`src/design/frot_pkg.sv`:
```
// Shared constants and helpers for the NV12 frame rotator.
// No dependencies; used by every module of the block.
package frot_pkg;

	// Default frame limits in pixels
	localparam int unsigned MAX_WIDTH_DEF  = 256;
	localparam int unsigned MAX_HEIGHT_DEF = 256;

	// Field and derived widths
	localparam int unsigned DIM_W      = 9;
	localparam int unsigned WH_W       = 2 * DIM_W;
	localparam int unsigned SIZE_W     = WH_W + 1;
	localparam int unsigned BYTE_W     = 8;
	localparam int unsigned MODE_W     = 2;
	localparam int unsigned CFG_IDX_W  = 2;
	localparam int unsigned CFG_DATA_W = 9;

	// Configuration register indexes
	localparam logic [CFG_IDX_W-1:0] REG_FRAME_WIDTH  = 2'd0;
	localparam logic [CFG_IDX_W-1:0] REG_FRAME_HEIGHT = 2'd1;
	localparam logic [CFG_IDX_W-1:0] REG_ROTATE_MODE  = 2'd2;

	// Rotation modes
	localparam logic [MODE_W-1:0] MODE_TRANSPOSE = 2'd0;
	localparam logic [MODE_W-1:0] MODE_ROT90     = 2'd1;
	localparam logic [MODE_W-1:0] MODE_ROT270    = 2'd2;

	// Input item kinds
	localparam logic KIND_LOAD    = 1'b0;
	localparam logic KIND_REQUEST = 1'b1;

	// Effective dimension: even, at least 2, at most the largest even value
	// not above the limit
	function automatic logic [DIM_W-1:0] eff_dim(input logic [DIM_W-1:0] v,
			input int unsigned maxv);
		logic [DIM_W-1:0] e;
		int unsigned      m;
		m = maxv & ~32'd1;
		e = {v[DIM_W-1:1], 1'b0};
		if (e < DIM_W'(2))
			e = DIM_W'(2);
		if (32'(e) > m)
			e = DIM_W'(m);
		return e;
	endfunction

endpackage

```
`src/design/frot_ctrl.sv`:
```
// Load counter, output scan position and store address generation.
// Depends on frot_pkg; drives the ports of frot_store.
module frot_ctrl #(
	parameter int unsigned AW = 17
) (
	input  logic                          clk,
	input  logic                          arst_n,
	input  logic                          restart,
	input  logic                          load_fire,
	input  logic                          req_fire,
	input  logic [frot_pkg::BYTE_W-1:0]   pixel_byte,
	input  logic [frot_pkg::DIM_W-1:0]    eff_w,
	input  logic [frot_pkg::DIM_W-1:0]    eff_h,
	input  logic [frot_pkg::WH_W-1:0]     wh,
	input  logic [frot_pkg::SIZE_W-1:0]   size,
	input  logic [frot_pkg::MODE_W-1:0]   mode,
	output logic                          we,
	output logic [AW-1:0]                 waddr,
	output logic [frot_pkg::BYTE_W-1:0]   wdata,
	output logic                          re,
	output logic [AW-1:0]                 raddr,
	output logic                          last
);

	localparam int unsigned DW = frot_pkg::DIM_W;

	logic [frot_pkg::SIZE_W-1:0] load_count_q;
	logic [frot_pkg::SIZE_W-1:0] load_count_nxt;
	logic                        frame_ready_q;
	logic [DW-1:0]               out_row_q;
	logic [DW-1:0]               out_col_q;
	logic                        out_plane_q;

	logic [DW-1:0]               ysel;
	logic [DW-1:0]               xsel;
	logic [DW-2:0]               pair_col;
	logic [DW-1:0]               rows;
	logic [frot_pkg::WH_W-1:0]   prod;
	logic [frot_pkg::SIZE_W-1:0] idx;
	logic                        col_wrap;
	logic                        row_wrap;

	assign load_count_nxt = load_count_q + 1'b1;
	assign pair_col       = out_col_q[DW-1:1];
	assign rows           = out_plane_q ? (eff_w >> 1) : eff_w;
	assign col_wrap       = (out_col_q == eff_h - 1'b1);
	assign row_wrap       = (out_row_q == rows - 1'b1);

	// Source row and column for the current output position
	always_comb begin
		case (mode)
			frot_pkg::MODE_TRANSPOSE: begin
				ysel = out_plane_q ? {1'b0, pair_col} : out_col_q;
				xsel = out_row_q;
			end
			frot_pkg::MODE_ROT270: begin
				ysel = out_plane_q ? {1'b0, pair_col} : out_col_q;
				xsel = out_plane_q ? (eff_w >> 1) - 1'b1 - out_row_q
				                   : eff_w - 1'b1 - out_row_q;
			end
			default: begin
				ysel = out_plane_q ? (eff_h >> 1) - 1'b1 - {1'b0, pair_col}
				                   : eff_h - 1'b1 - out_col_q;
				xsel = out_row_q;
			end
		endcase
	end

	assign prod = frot_pkg::WH_W'(eff_w) * frot_pkg::WH_W'(ysel);

	always_comb begin
		if (out_plane_q)
			idx = frot_pkg::SIZE_W'(wh) + frot_pkg::SIZE_W'(prod)
			    + frot_pkg::SIZE_W'({xsel, 1'b0}) + frot_pkg::SIZE_W'(out_col_q[0]);
		else
			idx = frot_pkg::SIZE_W'(prod) + frot_pkg::SIZE_W'(xsel);
	end

	assign we    = load_fire && !frame_ready_q;
	assign waddr = AW'(load_count_q);
	assign wdata = pixel_byte;
	assign re    = req_fire && frame_ready_q;
	assign raddr = AW'(idx);
	assign last  = re && col_wrap && row_wrap && out_plane_q;

	always_ff @(posedge clk or negedge arst_n) begin
		if (!arst_n) begin
			load_count_q  <= '0;
			frame_ready_q <= 1'b0;
			out_row_q     <= '0;
			out_col_q     <= '0;
			out_plane_q   <= 1'b0;
		end else if (restart || last) begin
			load_count_q  <= '0;
			frame_ready_q <= 1'b0;
			out_row_q     <= '0;
			out_col_q     <= '0;
			out_plane_q   <= 1'b0;
		end else begin
			if (we) begin
				load_count_q <= load_count_nxt;
				if (load_count_nxt >= size)
					frame_ready_q <= 1'b1;
			end
			if (re) begin
				if (col_wrap) begin
					out_col_q <= '0;
					if (row_wrap) begin
						out_row_q   <= '0;
						out_plane_q <= 1'b1;
					end else begin
						out_row_q <= out_row_q + 1'b1;
					end
				end else begin
					out_col_q <= out_col_q + 1'b1;
				end
			end
		end
	end

endmodule

```
`config.mk`:
```
export PLATFORM = sky130hd
export DESIGN_NAME = frot_ctrl
export DESIGN_NICKNAME = d
export VERILOG_FILES = /design/src/design/frot_pkg.sv /design/src/design/frot_ctrl.sv
export SDC_FILE = /design/constraint.sdc
export NUM_CORES = 1
export LEC_CHECK = 0
export BUFFER_PORTS_ARGS = -buffer_cell sky130_fd_sc_hd__clkbuf_2
export CAP_MARGIN = 20
export CORE_ASPECT_RATIO = 1.2
export CORE_MARGIN = 8
export CORE_UTILIZATION = 56
export DETAILED_ROUTE_END_ITERATION = 10
export PLACE_DENSITY_LB_ADDON = 0.3
export SETUP_SLACK_MARGIN = 0.5
export SLEW_MARGIN = 0
export SYNTH_ARGS = -nofsm -noshare
export SYNTH_HDL_FRONTEND = slang
export SYNTH_SLANG_ARGS = --single-unit
```
`constraint.sdc`:
```
create_clock -name clk -period 9.9 [get_ports clk]
set_clock_uncertainty 0.05 [all_clocks]
set_input_delay 0.495 -clock clk [delete_from_list [all_inputs] [get_ports clk]]
set_output_delay 0.495 -clock clk [all_outputs]
set_load 0.02 [all_outputs]
```
==> results.cfg <==
[clock_tree]
ctsLongestPathBuffers = 2
clkTransAtPathRegs_ns = 0.05
cts_buffers = 5
cts_htree_levels = 2
clk_latency_ns = 0.28
numClockSinks = 39
clockRootBuffer = clkbuf_16
cts_tree = done

[job]
maxCapViolations = 0

[yosys]
synth_edf_count = 0
yosysWarnings = 0
synth_top_area_cell = ha_1
ys_types = 55
syn-num-nets = 1406
async_reset_ff_share_pct = 100
post-synth-top-count-cell = inv_1
synth-seq-cells = 39
ys_seq_area_share_pct = 10.8
netlist_top_cells_count = inv_1, ha_1, nand2_1
synthCells = 1149
ys_top_cells_by_area = ha_1, fa_1, dfrtp_1
synth_area_sq_um = 9070
synth_ff_type = dfrtp_1
synth_top_area_share_pct = 16.8
syn_area_per_cell_sq_um = 7.89

[placed_design]
preCtsSetupSlack_ns = 0.311
io_buffers = 97
dp_hpwl_um = 17000
gp_congestion = 0.878
placed_cell_area_sq_um = 9510

[pwr]
p_leak_nw = 4.99
ir_drop_uv = 128
power_density_nw_per_um2 = 195

[cells_and_area]
fill_cells = 1459
regArea_sq_um = 977
final_area_sq_um = 9890
final_nets = 1468
syn_to_final_growth_pct = 9.14
multi_input_area_sq_um = 7230
n_antenna_cell = 0
drive_gt1_share_pct = 12.5
utilization_pct = 61.8

[routing]
avgRoutedWirePerCell_um = 14.5
dr.pass1.iters = 4
drtAntennaViolNets = 0
drtIter0Drc = 273
via_count = 7755
routed_via_density = 5.45
wl_um = 20700
drc = 0

[timing]
setup_ws_ns = 0.992
setup_viol = 0
rsz0062_at_grt = no
fin_tns_setup_ns = 0
hold_viol = 0
slew_headroom_pct = 46.0
drv_slew = 0
min_period_ns = 8.91
worst_pin_slew_ns = 0.805
post-route-period-util_pct = 90.0
fmax_mhz = 112

[critical_path]
cp-start-kind = primary input
arrival_ns = 8.36
required_ns = 9.36
critPathKind = in2out
r2r_cells = 15
reg2reg_to = frame_ready_q
crit_top_cell = ha_1
regToRegStartpoint = load_count_q[0]
crit_start = eff_h[0]
cp_slowest_cell = fa_1
ff2ff_setup_slack_ns = 5.99
path_max_fanout = 9
crit_end = raddr[16]
crit_path_end_kind = primary output
critPathMaxStageDelay_ns = 0.55

[run_status]
status = finished clean

[hold_path]
holdCritStartpoint = load_fire
holdCritPathClass = in2reg

[grt]
grt_max_degree = 51
antenna_found_initial = 0
grt_pass1_vias = 7825
grt_pass1_wl_um = 35100
grt_overflow = 0
grtUsageTotal_pct = 19.9

[die]
rows = 51
start_util_pct = 56.6
die_h_um = 155
die_w_um = 132
io_pins = 115
coreArea_sq_um = 16000
dieArea_sq_um = 20500
state kept, by name (all words and copies together) (netlist names):
signal         cells
out_plane_q        1
frame_ready_q      1
out_col_q          9
load_count_q      19
out_row_q          9
area by class of cell:
cell class / count / share of cell area [%]
tap: 212 / 2.68
clock buffer: 6 / 1.40
inverter: 168 / 6.37
timing repair buffer: 112 / 6.22
clock inverter: 2 / 0.354
multi-input combinational: 885 / 73.1
sequential: 39 / 9.88
layer usage:
metal | GRT usage [%] | wire length, um
met4 | 4.44 | 272
met3 | 2.52 | 751
met1 | 22.6 | 8710
met5 | 0 | 0
met2 | 38.6 | 10900
worst min path at each step:
stage / cells after the start / slack (ns) / to
2_1_floorplan: 0 / 0.15 / frame_ready_q
3_3_place_gp: 2 / 0.47 / frame_ready_q
3_5_place_dp: 2 / 0.49 / frame_ready_q
4_1_cts: 1 / 0.35 / out_col_q[2]
5_1_grt: 3 / 0.45 / frame_ready_q
6_report: 3 / 0.45 / frame_ready_q
cell usage in the layout (no fill, tap or decap), drive strengths merged, types with 15 or more instances in the layout:
master  synthesis  final
inv           168    168
a21o           20     20
a21oi          63     63
and2           36     36
dfrtp          39     39
fa             65     65
clkbuf         27    102
xnor2          92     92
nor2           89     89
o21ai          57     57
xor2           38     38
ha            122    122
nand3          16     16
nor3           17     17
buf            30     15
nand2         113    113
report_power, final:
part | internal (mW) | switching, mW
logic | 0.691 | 0.888
registers | 0.160 | 0.00121
clock network | 0.125 | 0.0616
total | 0.976 | 0.951
cell families (layout without fill, tap and decap cells):
logic type	after synthesis	in the layout	synth area share [%]
AO/OA/AOI/OAI	208	208	14.1
XOR/XNOR	130	130	12.6
adder cells (fa/ha/maj)	187	187	31.2
buffers and inverters	225	288	10.6
flip-flops	39	39	10.8
multiplexers	19	19	2.94
AND/OR/NAND/NOR	341	341	17.8
timing repair:
item / CTS / global route
gates cloned: 0 / 0
pin swaps: 1 / 10
setup endpoints to repair: 1 / 5
endpoints found under the hold margin: 0 / 2
hold buffers: 0 / 1
setup buffers: 1 / 9
gates resized for setup: 2 / 24
metrics by stage:
step	hold slack, ns	power, mW	std cells
6_report	0.448	1.93	1424
5_1_grt	0.451	2.13	1424
4_1_cts	0.350	1.83	1413
3_5_place_dp	0.489	1.63	1404
3_3_place_gp	0.472	1.60	1404
2_1_floorplan	0.149	1.33	1149
critical path, delay by kind of cell:
family,cells,cell delay [ns]
buffers and inverters,6,0.51
xor gates and xnor gates,3,0.51
AOI/OAI and AO/OA,10,1.79
adders and majority gates,9,3.58
and+or+nand+nor,6,1.45
No activity file was read; power rests on OpenSTA's default activity.
